$ cat src/hw/rtl/kdl_pkg.sv
// ----------------------------------------------------------------------------
// kdl_pkg
// Shared types and codes for the keyed doubly linked list core.
// ----------------------------------------------------------------------------
package kdl_pkg;

    localparam logic [2:0] CMD_APPEND  = 3'd0;
    localparam logic [2:0] CMD_PREPEND = 3'd1;
    localparam logic [2:0] CMD_INSERT  = 3'd2;
    localparam logic [2:0] CMD_DELETE  = 3'd3;
    localparam logic [2:0] CMD_UPDATE  = 3'd4;
    localparam logic [2:0] CMD_DUMP    = 3'd5;

    localparam logic [2:0] ST_OK      = 3'd0;
    localparam logic [2:0] ST_DUP     = 3'd1;
    localparam logic [2:0] ST_MISSING = 3'd2;
    localparam logic [2:0] ST_FULL    = 3'd3;
    localparam logic [2:0] ST_EMPTY   = 3'd4;

    typedef struct packed {
        logic [2:0]         cmd;
        logic signed [31:0] key;
        logic signed [31:0] data;
        logic signed [31:0] anchor_key;
    } in_item_t;

    typedef struct packed {
        logic [2:0]         status;
        logic signed [31:0] out_key;
        logic signed [31:0] out_data;
        logic               last;
    } out_item_t;

    // controller to datapath
    typedef struct packed {
        logic       load_in;
        logic       search_init;
        logic       search_step;
        logic       save_anchor;
        logic       save_hit;
        logic       alloc;
        logic       link_node;
        logic       link_nbrs;
        logic       unlink;
        logic       update;
        logic       dump_init;
        logic       dump_emit;
        logic       status_emit;
        logic [2:0] status;
    } dp_cmd_t;

    // datapath to controller
    typedef struct packed {
        logic search_end;
        logic hit;
        logic hit_anchor;
        logic full;
        logic head_none;
        logic dump_last;
        logic out_free;
    } dp_stat_t;

endpackage

$ cat src/hw/rtl/kdl_datapath.sv
// ----------------------------------------------------------------------------
// kdl_datapath
// Node pool memories, list pointers, search and dump walker, output register.
// ----------------------------------------------------------------------------
module kdl_datapath
    import kdl_pkg::*;
#(
    parameter int NODES = 16
)
(
    input  logic      clk,
    input  logic      rst_n,
    input  in_item_t  in_item,
    input  dp_cmd_t   ctl,
    output dp_stat_t  stat,
    output logic      out_valid,
    input  logic      out_ready,
    output out_item_t out_item
);

    localparam int IW = $clog2(NODES + 1);
    localparam int AW = $clog2(NODES);
    localparam logic [IW-1:0] NONE = IW'(NODES);
    localparam logic [IW-1:0] LAST_CNT = IW'(NODES - 1);

    logic signed [31:0] node_key   [NODES];
    logic signed [31:0] node_value [NODES];
    logic [IW-1:0]      node_next  [NODES];
    logic [IW-1:0]      node_prev  [NODES];

    logic [NODES-1:0] used_reg;
    logic [IW-1:0]    head_reg, tail_reg, count_reg;
    logic [IW-1:0]    ptr_reg, steps_reg;
    logic [IW-1:0]    anc_reg, anx_reg, nx_reg, pv_reg, new_reg;
    in_item_t         item_reg;

    logic signed [31:0] rd_key_reg, rd_value_reg;
    logic [IW-1:0]      rd_next_reg, rd_prev_reg;

    logic      out_valid_reg;
    out_item_t out_reg;

    logic [IW-1:0]      free_idx;
    logic               empty;
    logic [IW-1:0]      link_next, link_prev;

    // lowest free node
    always_comb
    begin
        free_idx = NONE;
        for (int i = NODES - 1; i >= 0; i--)
        begin
            if (!used_reg[i])
            begin
                free_idx = IW'(i);
            end
        end
    end

    assign empty  = (head_reg == NONE);

    always_comb
    begin
        link_next = NONE;
        link_prev = NONE;
        if (!empty)
        begin
            case (item_reg.cmd)
                CMD_APPEND:  link_prev = tail_reg;
                CMD_PREPEND: link_next = head_reg;
                default:
                begin
                    link_prev = anc_reg;
                    link_next = anx_reg;
                end
            endcase
        end
    end

    assign stat.search_end = (ptr_reg == NONE) || (steps_reg == IW'(NODES));
    assign stat.hit        = (rd_key_reg == item_reg.key);
    assign stat.hit_anchor = (rd_key_reg == item_reg.anchor_key);
    assign stat.full       = &used_reg;
    assign stat.head_none  = empty;
    assign stat.dump_last  = (rd_next_reg == NONE) || (steps_reg == LAST_CNT);
    assign stat.out_free   = !out_valid_reg || out_ready;

    // pool memories, registered read at the walk pointer
    always_ff @(posedge clk)
    begin
        rd_key_reg   <= node_key[ptr_reg[AW-1:0]];
        rd_value_reg <= node_value[ptr_reg[AW-1:0]];
        rd_next_reg  <= node_next[ptr_reg[AW-1:0]];
        rd_prev_reg  <= node_prev[ptr_reg[AW-1:0]];

        if (ctl.link_node)
        begin
            node_key[new_reg[AW-1:0]] <= item_reg.key;
        end

        if (ctl.link_node)
        begin
            node_value[new_reg[AW-1:0]] <= item_reg.data;
        end
        else if (ctl.update)
        begin
            node_value[ptr_reg[AW-1:0]] <= item_reg.data;
        end

        if (ctl.link_node)
        begin
            node_next[new_reg[AW-1:0]] <= link_next;
        end
        else if (ctl.link_nbrs && !empty && item_reg.cmd == CMD_APPEND)
        begin
            node_next[tail_reg[AW-1:0]] <= new_reg;
        end
        else if (ctl.link_nbrs && !empty && item_reg.cmd == CMD_INSERT)
        begin
            node_next[anc_reg[AW-1:0]] <= new_reg;
        end
        else if (ctl.unlink && pv_reg != NONE)
        begin
            node_next[pv_reg[AW-1:0]] <= nx_reg;
        end

        if (ctl.link_node)
        begin
            node_prev[new_reg[AW-1:0]] <= link_prev;
        end
        else if (ctl.link_nbrs && !empty && item_reg.cmd == CMD_PREPEND)
        begin
            node_prev[head_reg[AW-1:0]] <= new_reg;
        end
        else if (ctl.link_nbrs && !empty && item_reg.cmd == CMD_INSERT && anx_reg != NONE)
        begin
            node_prev[anx_reg[AW-1:0]] <= new_reg;
        end
        else if (ctl.unlink && nx_reg != NONE)
        begin
            node_prev[nx_reg[AW-1:0]] <= pv_reg;
        end
    end

    // payload holding registers
    always_ff @(posedge clk)
    begin
        if (ctl.load_in)
        begin
            item_reg <= in_item;
        end
        if (ctl.save_anchor)
        begin
            anc_reg <= ptr_reg;
            anx_reg <= rd_next_reg;
        end
        if (ctl.save_hit)
        begin
            nx_reg <= rd_next_reg;
            pv_reg <= rd_prev_reg;
        end
        if (ctl.alloc)
        begin
            new_reg <= free_idx;
        end
        if (ctl.status_emit)
        begin
            out_reg <= '{status: ctl.status, out_key: '0, out_data: '0, last: 1'b1};
        end
        else if (ctl.dump_emit)
        begin
            out_reg <= '{status: ST_OK, out_key: rd_key_reg, out_data: rd_value_reg,
                         last: stat.dump_last};
        end
    end

    always_ff @(posedge clk or negedge rst_n)
    begin
        if (!rst_n)
        begin
            used_reg      <= '0;
            head_reg      <= NONE;
            tail_reg      <= NONE;
            count_reg     <= '0;
            ptr_reg       <= NONE;
            steps_reg     <= '0;
            out_valid_reg <= 1'b0;
        end
        else
        begin
            if (ctl.search_init || ctl.dump_init)
            begin
                ptr_reg   <= head_reg;
                steps_reg <= '0;
            end
            else if (ctl.search_step || ctl.dump_emit)
            begin
                ptr_reg   <= rd_next_reg;
                steps_reg <= steps_reg + 1'b1;
            end

            if (ctl.link_nbrs)
            begin
                used_reg[new_reg[AW-1:0]] <= 1'b1;
                count_reg <= count_reg + 1'b1;
                if (empty)
                begin
                    head_reg <= new_reg;
                    tail_reg <= new_reg;
                end
                else if (item_reg.cmd == CMD_APPEND)
                begin
                    tail_reg <= new_reg;
                end
                else if (item_reg.cmd == CMD_PREPEND)
                begin
                    head_reg <= new_reg;
                end
                else if (anx_reg == NONE)
                begin
                    tail_reg <= new_reg;
                end
            end
            else if (ctl.unlink)
            begin
                used_reg[ptr_reg[AW-1:0]] <= 1'b0;
                if (count_reg != '0)
                begin
                    count_reg <= count_reg - 1'b1;
                end
                if (pv_reg == NONE)
                begin
                    head_reg <= nx_reg;
                end
                if (nx_reg == NONE)
                begin
                    tail_reg <= pv_reg;
                end
            end

            if (ctl.status_emit || ctl.dump_emit)
            begin
                out_valid_reg <= 1'b1;
            end
            else if (out_ready)
            begin
                out_valid_reg <= 1'b0;
            end
        end
    end

    assign out_valid = out_valid_reg;
    assign out_item  = out_reg;

endmodule

$ cat src/hw/rtl/kdl_ctrl.sv
// ----------------------------------------------------------------------------
// kdl_ctrl
// Command sequencer: searches, allocation, link updates, dump walk, status.
// ----------------------------------------------------------------------------
module kdl_ctrl
    import kdl_pkg::*;
(
    input  logic       clk,
    input  logic       rst_n,
    input  logic       in_valid,
    output logic       in_ready,
    input  logic [2:0] in_cmd,
    input  dp_stat_t   stat,
    output dp_cmd_t    ctl
);

    localparam logic [3:0] S_IDLE    = 4'd0;
    localparam logic [3:0] S_AS_ISS  = 4'd1;
    localparam logic [3:0] S_AS_WAIT = 4'd2;
    localparam logic [3:0] S_KS_ISS  = 4'd3;
    localparam logic [3:0] S_KS_WAIT = 4'd4;
    localparam logic [3:0] S_ALLOC   = 4'd5;
    localparam logic [3:0] S_LINK1   = 4'd6;
    localparam logic [3:0] S_LINK2   = 4'd7;
    localparam logic [3:0] S_UNLINK  = 4'd8;
    localparam logic [3:0] S_UPDATE  = 4'd9;
    localparam logic [3:0] S_D_ISS   = 4'd10;
    localparam logic [3:0] S_D_WAIT  = 4'd11;
    localparam logic [3:0] S_STATUS  = 4'd12;

    logic [3:0] state_reg, state_next;
    logic [2:0] cmd_reg, cmd_next;
    logic [2:0] st_reg, st_next;
    logic       is_add;

    assign is_add = (cmd_reg == CMD_APPEND) || (cmd_reg == CMD_PREPEND)
                 || (cmd_reg == CMD_INSERT);
    assign in_ready = (state_reg == S_IDLE);

    always_comb
    begin
        state_next = state_reg;
        cmd_next   = cmd_reg;
        st_next    = st_reg;
        ctl        = '0;
        ctl.status = st_reg;
        unique case (state_reg)
            S_IDLE:
            begin
                if (in_valid)
                begin
                    ctl.load_in = 1'b1;
                    cmd_next    = in_cmd;
                    case (in_cmd) inside
                        CMD_APPEND, CMD_PREPEND, CMD_DELETE, CMD_UPDATE:
                        begin
                            ctl.search_init = 1'b1;
                            state_next      = S_KS_ISS;
                        end
                        CMD_INSERT:
                        begin
                            ctl.search_init = 1'b1;
                            state_next      = S_AS_ISS;
                        end
                        CMD_DUMP:
                        begin
                            if (stat.head_none)
                            begin
                                st_next    = ST_EMPTY;
                                state_next = S_STATUS;
                            end
                            else
                            begin
                                ctl.dump_init = 1'b1;
                                state_next    = S_D_ISS;
                            end
                        end
                        default: state_next = S_IDLE;
                    endcase
                end
            end
            S_AS_ISS:
            begin
                if (stat.search_end)
                begin
                    st_next    = ST_MISSING;
                    state_next = S_STATUS;
                end
                else
                begin
                    state_next = S_AS_WAIT;
                end
            end
            S_AS_WAIT:
            begin
                if (stat.hit_anchor)
                begin
                    ctl.save_anchor = 1'b1;
                    ctl.search_init = 1'b1;
                    state_next      = S_KS_ISS;
                end
                else
                begin
                    ctl.search_step = 1'b1;
                    state_next      = S_AS_ISS;
                end
            end
            S_KS_ISS:
            begin
                if (!stat.search_end)
                begin
                    state_next = S_KS_WAIT;
                end
                else if (is_add)
                begin
                    state_next = S_ALLOC;
                end
                else
                begin
                    st_next    = ST_MISSING;
                    state_next = S_STATUS;
                end
            end
            S_KS_WAIT:
            begin
                if (!stat.hit)
                begin
                    ctl.search_step = 1'b1;
                    state_next      = S_KS_ISS;
                end
                else if (is_add)
                begin
                    st_next    = ST_DUP;
                    state_next = S_STATUS;
                end
                else if (cmd_reg == CMD_DELETE)
                begin
                    ctl.save_hit = 1'b1;
                    state_next   = S_UNLINK;
                end
                else
                begin
                    state_next = S_UPDATE;
                end
            end
            S_ALLOC:
            begin
                if (stat.full)
                begin
                    st_next    = ST_FULL;
                    state_next = S_STATUS;
                end
                else
                begin
                    ctl.alloc  = 1'b1;
                    state_next = S_LINK1;
                end
            end
            S_LINK1:
            begin
                ctl.link_node = 1'b1;
                state_next    = S_LINK2;
            end
            S_LINK2:
            begin
                ctl.link_nbrs = 1'b1;
                st_next       = ST_OK;
                state_next    = S_STATUS;
            end
            S_UNLINK:
            begin
                ctl.unlink = 1'b1;
                st_next    = ST_OK;
                state_next = S_STATUS;
            end
            S_UPDATE:
            begin
                ctl.update = 1'b1;
                st_next    = ST_OK;
                state_next = S_STATUS;
            end
            S_D_ISS:
            begin
                state_next = S_D_WAIT;
            end
            S_D_WAIT:
            begin
                if (stat.out_free)
                begin
                    ctl.dump_emit = 1'b1;
                    state_next    = stat.dump_last ? S_IDLE : S_D_ISS;
                end
            end
            S_STATUS:
            begin
                if (stat.out_free)
                begin
                    ctl.status_emit = 1'b1;
                    state_next      = S_IDLE;
                end
            end
            default: state_next = S_IDLE;
        endcase
    end

    always_ff @(posedge clk or negedge rst_n)
    begin
        if (!rst_n)
        begin
            state_reg <= S_IDLE;
            cmd_reg   <= CMD_APPEND;
            st_reg    <= ST_OK;
        end
        else
        begin
            state_reg <= state_next;
            cmd_reg   <= cmd_next;
            st_reg    <= st_next;
        end
    end

endmodule

$ cat src/hw/rtl/keyed_doubly_linked_list_core.sv
// ----------------------------------------------------------------------------
// keyed_doubly_linked_list_core
// Keyed doubly linked list over a fixed node pool with add, delete, update
// and dump commands.
// ----------------------------------------------------------------------------
// One command item is taken at a time. Each key search visits every node in
// S_KS_ISS (registered pool read) and then in S_KS_WAIT (compare). Insert after
// runs an anchor search and then a key search, and adds go on through S_ALLOC
// and the link-write states S_LINK1 and S_LINK2.
// Dump reads each node in S_D_ISS and emits it in S_D_WAIT once the output
// register is free. The output register lets the next item be accepted while
// the last result waits. No clearing pass is needed after reset.
module keyed_doubly_linked_list_core
    import kdl_pkg::*;
#(
    parameter int NODES = 16
)
(
    input  logic      clk,
    input  logic      rst_n,
    input  logic      in_valid,
    output logic      in_ready,
    input  in_item_t  in_item,
    output logic      out_valid,
    input  logic      out_ready,
    output out_item_t out_item
);

    dp_cmd_t  ctl;
    dp_stat_t stat;

    kdl_ctrl u_ctrl
    (
        .clk      (clk),
        .rst_n    (rst_n),
        .in_valid (in_valid),
        .in_ready (in_ready),
        .in_cmd   (in_item.cmd),
        .stat     (stat),
        .ctl      (ctl)
    );

    kdl_datapath #(.NODES(NODES)) u_datapath
    (
        .clk       (clk),
        .rst_n     (rst_n),
        .in_item   (in_item),
        .ctl       (ctl),
        .stat      (stat),
        .out_valid (out_valid),
        .out_ready (out_ready),
        .out_item  (out_item)
    );

endmodule

$ cat config.mk
export PLATFORM = sky130hd
export DESIGN_NAME = keyed_doubly_linked_list_core
export DESIGN_NICKNAME = d
export VERILOG_FILES = /design/src/hw/rtl/kdl_pkg.sv /design/src/hw/rtl/kdl_datapath.sv /design/src/hw/rtl/kdl_ctrl.sv /design/src/hw/rtl/keyed_doubly_linked_list_core.sv
export SDC_FILE = /design/constraint.sdc
export NUM_CORES = 2
export LEC_CHECK = 0
export BUFFER_PORTS_ARGS = -buffer_cell sky130_fd_sc_hd__buf_2
export CORE_UTILIZATION = 42
export DETAILED_ROUTE_END_ITERATION = 7
export SETUP_SLACK_MARGIN = 0.4
export SLEW_MARGIN = 15
export SYNTH_ARGS = -nofsm -noshare
export SYNTH_HDL_FRONTEND = slang
export SYNTH_SLANG_ARGS = --single-unit
$ cat constraint.sdc
create_clock -name clk -period 4.05 [get_ports clk]
set_input_delay 0.405 -clock clk [delete_from_list [all_inputs] [get_ports clk]]
set_output_delay 0.405 -clock clk [all_outputs]
set_load 0.02 [all_outputs]
=== Yosys cells after proc, flatten, opt, wreduce, memory -nomap -nowiden ===
Memories as Yosys holds them, arrays and structs flattened. A register that Yosys moved wholly into a read port is not among the register bits.
Index checks and enable logic that the tools add are counted.
W data, S select, Z words.

* Bits of input ports: 103
* Memories kept: 4
* RAM bits: 1184
* Logic and storage cells: 293
* Register bits: 239

{| class="wikitable"
|+ Memories
! name !! depth !! width !! rd ports !! clocked after memory_dff !! wr ports !! RTL line !! RTL
|-
| u_datapath.node_key || 16 || 32 || 1 || 1 || 1 || kdl_datapath.sv:26 || <nowiki>logic signed [31:0] node_key [NODES];</nowiki>
|-
| u_datapath.node_value || 16 || 32 || 1 || 1 || 1 || kdl_datapath.sv:27 || <nowiki>logic signed [31:0] node_value [NODES];</nowiki>
|-
| u_datapath.node_next || 16 || 5 || 1 || 1 || 1 || kdl_datapath.sv:28 || <nowiki>logic [IW-1:0] node_next [NODES];</nowiki>
|-
| u_datapath.node_prev || 16 || 5 || 1 || 1 || 1 || kdl_datapath.sv:29 || <nowiki>logic [IW-1:0] node_prev [NODES];</nowiki>
|}

* Equality and inequality tests: 52
* $add $sub $neg: 1
* Order comparisons: 4
* Reductions and logical operators: 49
* Bitwise gates (word level): 3
* Multiplexer cells: 154

{| class="wikitable"
|+ Operators by type and width
! cell !! count
|-
| $mux W68 || 2
|-
| $mux W5 || 26
|-
| $mux W4 || 26
|-
| $mux W1 || 68
|-
| $eq A32 B32 Y1 || 2
|-
| $mux W3 || 17
|-
| $pmux W4 S11 || 1
|-
| $eq A5 B5 Y1 const B || 7
|-
| $mux W16 || 2
|-
| $mux W32 || 1
|-
| $reduce_or A32 Y1 || 1
|-
| $reduce_or A5 Y1 || 6
|-
| $eq A4 B4 Y1 const B || 5
|-
| $pmux W5 S2 || 2
|-
| $pmux W3 S6 || 1
|-
| $and A16 B16 Y16 || 1
|-
| $eq A4 B3 Y1 const B || 4
|-
| $not A16 Y16 || 1
|-
| $or A16 B16 Y16 || 1
|-
| $reduce_and A16 Y1 || 1
|-
| $eq A3 B2 Y1 const B || 5
|-
| $ne A5 B5 Y1 const B || 3
|-
| $reduce_and A15 Y1 || 1
|-
| $ne A2 B2 Y1 const B || 7
|-
| other kinds (28) || 72
|}

=== Longest topological paths before layout ===
* Depth in word-level cells: 15
* Depth in mapped cells: 9

=== Hierarchy ===
A second synthesis with hierarchy kept.

* Cells, all modules: 2736
* Area, all modules: 56840.8 µm²

{| class="wikitable"
|+ By module, submodules not included
! module !! seq. area each (µm²) !! area an instance (µm²) !! times used !! cells an instance
|-
| kdl_datapath || 43080.1 || 55916.1 || 1 || 2615
|-
| kdl_ctrl || 250.2 || 924.6 || 1 || 121
|}

=== Least setup slack after synthesis ===
Ideal clock, no wire load.

* Kind: flip-flop to flip-flop
* From: reg u_ctrl.state_reg[3]
* To: mem u_datapath.node_key[3][0], enable pin
* Data required time: 3589 ps
* Setup slack: -23 ps
* Data arrival time: 3612 ps
* Buffers on the path: 3
* Stages on the path, launching flop included: 8
* Cells stage by stage: dfrtp_1 -> buf_2 -> nand2b_1 -> clkbuf_1 -> nor3_1 -> clkbuf_1 -> nand3_1 -> nor3_1

* Longest elaborated chain between the ends: 4

{| class="wikitable"
|+ RTL lines
! what !! RTL line !! RTL
|-
| start: declaration || kdl_ctrl.sv:31 || <nowiki>logic [3:0] state_reg, state_next;</nowiki>
|-
| start signal: assignment || kdl_ctrl.sv:216 || <nowiki>state_reg <= state_next;</nowiki>
|-
| $eq A4 B3 Y1 || kdl_ctrl.sv:47 || <nowiki>unique case (state_reg)</nowiki>
|-
| $mux W1 || kdl_ctrl.sv:47 ||
|-
| $mux W1 || kdl_datapath.sv:96 || <nowiki>if (ctl.link_node)</nowiki>
|-
| $mux W1 (not written as such) || kdl_datapath.sv:98 || <nowiki>node_key[new_reg[AW-1:0]] <= item_reg.key;</nowiki>
|-
| end: declaration || kdl_datapath.sv:26 ||
|}

No other way between the ends.

=== Final worst setup path ===
* From: reg u_ctrl.state_reg[3]
* To: mem u_datapath.node_next[13][3] (netlist name), enable pin

* Longest elaborated chain between the ends: 11

{| class="wikitable"
|+ RTL lines
! what !! RTL line
|-
| $eq A4 B3 Y1 || kdl_ctrl.sv:47
|-
| $mux W1 || kdl_ctrl.sv:47
|-
| $logic_and A1 B1 Y1 || kdl_datapath.sv:114, kdl_datapath.sv:118
|-
| $logic_and A1 B1 Y1 (on tied branches) || kdl_datapath.sv:114, kdl_datapath.sv:118
|-
| $mux W1 (on tied branches) || kdl_datapath.sv:114, kdl_datapath.sv:118
|-
| $mux W1 (on tied branches) || kdl_datapath.sv:110, kdl_datapath.sv:114
|-
| $mux W1 (on tied branches) || kdl_datapath.sv:116, kdl_datapath.sv:110
|-
| $reduce_or A5 Y1 (no line) or $mux W1 (tied branches) || --
|-
| $mux W4 (no line) (tied with other cells) || --
|-
| $mux W4 (no line) or $mux W1 (tied branches) (2 in a row) || --
|-
| end: declaration || kdl_datapath.sv:28
|}

Several ways; a longest one is shown, not always the timed one.

==> impl_metrics.ini <==
[timing]
slew_headroom = 0.209
fin_crit_ns = 3.33
finalMaxSlewViolations = 0
setup_tns_ns = 0
hold_viol = 0
rsz0062_at_grt = no
min_period_over_period = 0.821
setup_viol = 0
fmax_mhz = 301
worst_slew_pin_slew_ns = 1.19
skew_ns = 0.0211

[worst_setup_path]
start_kind = flip-flop
r2r-end = u_datapath.node_next[13][3]
cp.required_ns = 4.46
crit_type = flip-flop to flip-flop
r2r-start = u_ctrl.state_reg[3]
end_kind = flip-flop
rr_worst_depth = 6
cp_data_arrival_time_ns = 3.74
reg2reg_slack_ns = 0.72
crit_path_max_fanout = 18
startpoint = u_ctrl.state_reg[3]

[logic_synthesis]
yosysSeqAreaShare = 0.769
synth_edf_count = 1311
synth_nets = 2759
ys_ff_latch = 1497
yosys_warnings = 0
synth_top_family_by_area = multiplexers
yosys-top-cells-area = edfxtp_1 (70%), mux4_2 (15%), dfxtp_1 (4.9%)
synth_xor_area_frac = 0.00995
yosysUniqueCellTypes = 68
async_reset_ff_frac = 0.0314
synth_top_cell_area_share = 0.699
synth_top_area_cell = edfxtp_1
synth_flop_cell = edfxtp_1
synth_compound_area_frac = 0.0277
synth_fa_ha_area_frac = 0.000666
synth.area.mux_share = 0.153
synth-simple-area-share = 0.0285
syn_area_per_cell_um2 = 21.2
syn_area_um2 = 56300
syn_inst = 2653

[pwr]
p_leak_nw = 21.5
p_per_area_nw_per_um2 = 667
vdd.ir_drop.worst_uv = 510

[final_layout]
final_nets = 3150
drive_above_1_share = 0.296
fin_area_um2 = 66100
final_common_cell = edfxtp_1
final_cell_mix = edfxtp_1 (1,311), mux4_2 (370), buf_2 (171), clkbuf_16 (154), dfxtp_1 (139)
syn2layout_area_growth_pct = 17.3

[floorplan]
rows = 133
start_util = 0.426
ios = 173
die_area_um2 = 136000
die_x_um = 368
die_y_um = 368
design.core.area_um2 = 132000

[clocking]
hold_buffers = 101
clockRootBuffer = clkbuf_16
cts_resized = 0
cts-buffers-inserted = 152
clock_latency_ns = 0.79
clkSinkCount = 1497
tritoncts = built
cts_setup_buffers = 0
cts.clk_slew.worst_paths_ns = 0.06
clockBufferDepth = 3
ctsHtreeMaxLevel = 4

[hold_path]
hold_depth = 3
hp-start = in_valid
whs_endpoint = u_ctrl.cmd_reg[2]
hold_class = primary input to flip-flop

[route]
ant_nets = 0
via_per_inst = 5.60
dr.pass1.iters = 5
vias = 27600
drc = 0
totalWireLength_um = 134000
wl_per_cell_um = 27.1
first_iter_violations = 3034

[global_routing]
first_global_vias = 28900
grt_max_degree = 120
grt_pass1_wl_um = 198000
grt_overflow = 0
antenna_found_initial = 4
gr-usage-all-layers = 0.200

[placement]
hpwl_um = 76200
placed_area_um2 = 60000
portBuffers = 172
place_congestion = 0.853

[job]
drv_cap = 0

[outcome]
status = completed
==> cell type report <==
class | instances | area (um2)
antenna | 1 | 2.50
clock inverter | 71 | 778
multi-input combinational | 1006 | 12700
clock buffer | 214 | 4270
tap | 1755 | 2200
inverter | 22 | 86.3
timing repair buffer | 365 | 2740
fill | 10400 | 66200
sequential | 1497 | 43300
==> worst max-delay path by stage <==
| stage | endpoint | cells past startpoint |
|---|---|---|
| detailed placement | u_datapath.node_next[13][3] | 6 |
| global placement | u_datapath.node_next[13][4] | 6 |
| finish | u_datapath.node_next[13][3] | 6 |
| CTS | u_datapath.node_next[13][3] | 6 |
| floorplan | u_datapath.node_value[13][0] | 6 |
| global route | u_datapath.node_next[13][4] | 6 |
==> synthesized netlist by cell type (5+ instances only) <==
| cell type | count |
|---|---|
| inv_1 | 22 |
| nand2b_1 | 14 |
| buf_2 | 36 |
| and2_1 | 5 |
| a21oi_1 | 36 |
| mux2i_1 | 9 |
| nor3b_1 | 6 |
| nand4_1 | 13 |
| nor2_1 | 91 |
| nand2_1 | 87 |
| a22o_1 | 65 |
| a211oi_1 | 8 |
| nand3_1 | 21 |
| clkbuf_1 | 79 |
| nor2_2 | 5 |
| mux2_2 | 13 |
| a21boi_0 | 9 |
| edfxtp_1 | 1311 |
| buf_1 | 12 |
| o21ai_0 | 48 |
| nor3_1 | 30 |
| dfxtp_1 | 139 |
| dfrtp_1 | 44 |
| a31oi_1 | 10 |
| xnor2_1 | 32 |
| nor4_1 | 15 |
| mux4_2 | 370 |
| a221o_1 | 5 |
| and3_1 | 8 |
| nor2b_1 | 12 |
| xor2_1 | 32 |
==> per-layer routing <==
layer  part of all wire  track usage  vias up
li1                   -            -    11700
met5            0.00020            0        -
met4              0.018       0.0476        4
met2               0.49        0.320      897
met1               0.44        0.283    14800
met3              0.060       0.0379      193
==> kinds of logic (layout without fill, tap and decap cells) <==
logic type / after synthesis / count (layout)
and+or+nand+nor: 328 / 328
xor gates and xnor gates: 64 / 64
buffers and inverters: 150 / 672
AOI/OAI and AO/OA: 216 / 216
DFF: 1497 / 1497
adders and majority gates: 3 / 3
other: 0 / 1
muxes: 395 / 395
==> where the power goes <==
group          switching (mW)  internal [mW]
combinational            4.91           4.73
sequential               1.73           18.7
clock                    5.86           8.12
total                    12.5           31.6
==> stage by stage <==
step           std cells  power [mW]  hold WS (ns)  setup slack, ns   util
6_report            4931        44.1         0.124            0.724  0.499
3_5_place_dp        4544        30.5         0.397            0.752  0.454
2_1_floorplan       2653        27.0         0.109            0.760      -
5_1_grt             4931        45.8         0.148            0.411  0.499
4_1_cts             4930        44.6        0.0628            0.754  0.499
3_3_place_gp        4544        30.3         0.402            0.785  0.454
==> worst max-delay path: stages, from the launching register on <==
cell	delay, ns
dfrtp_1	0.57
nand4b_4	0.45
a2111oi_4	0.59
o21ai_0	0.22
o21ai_0	0.30
nand3_1	0.20
nor3_1	0.63
Note: power is estimated with default switching activity, not from simulation.
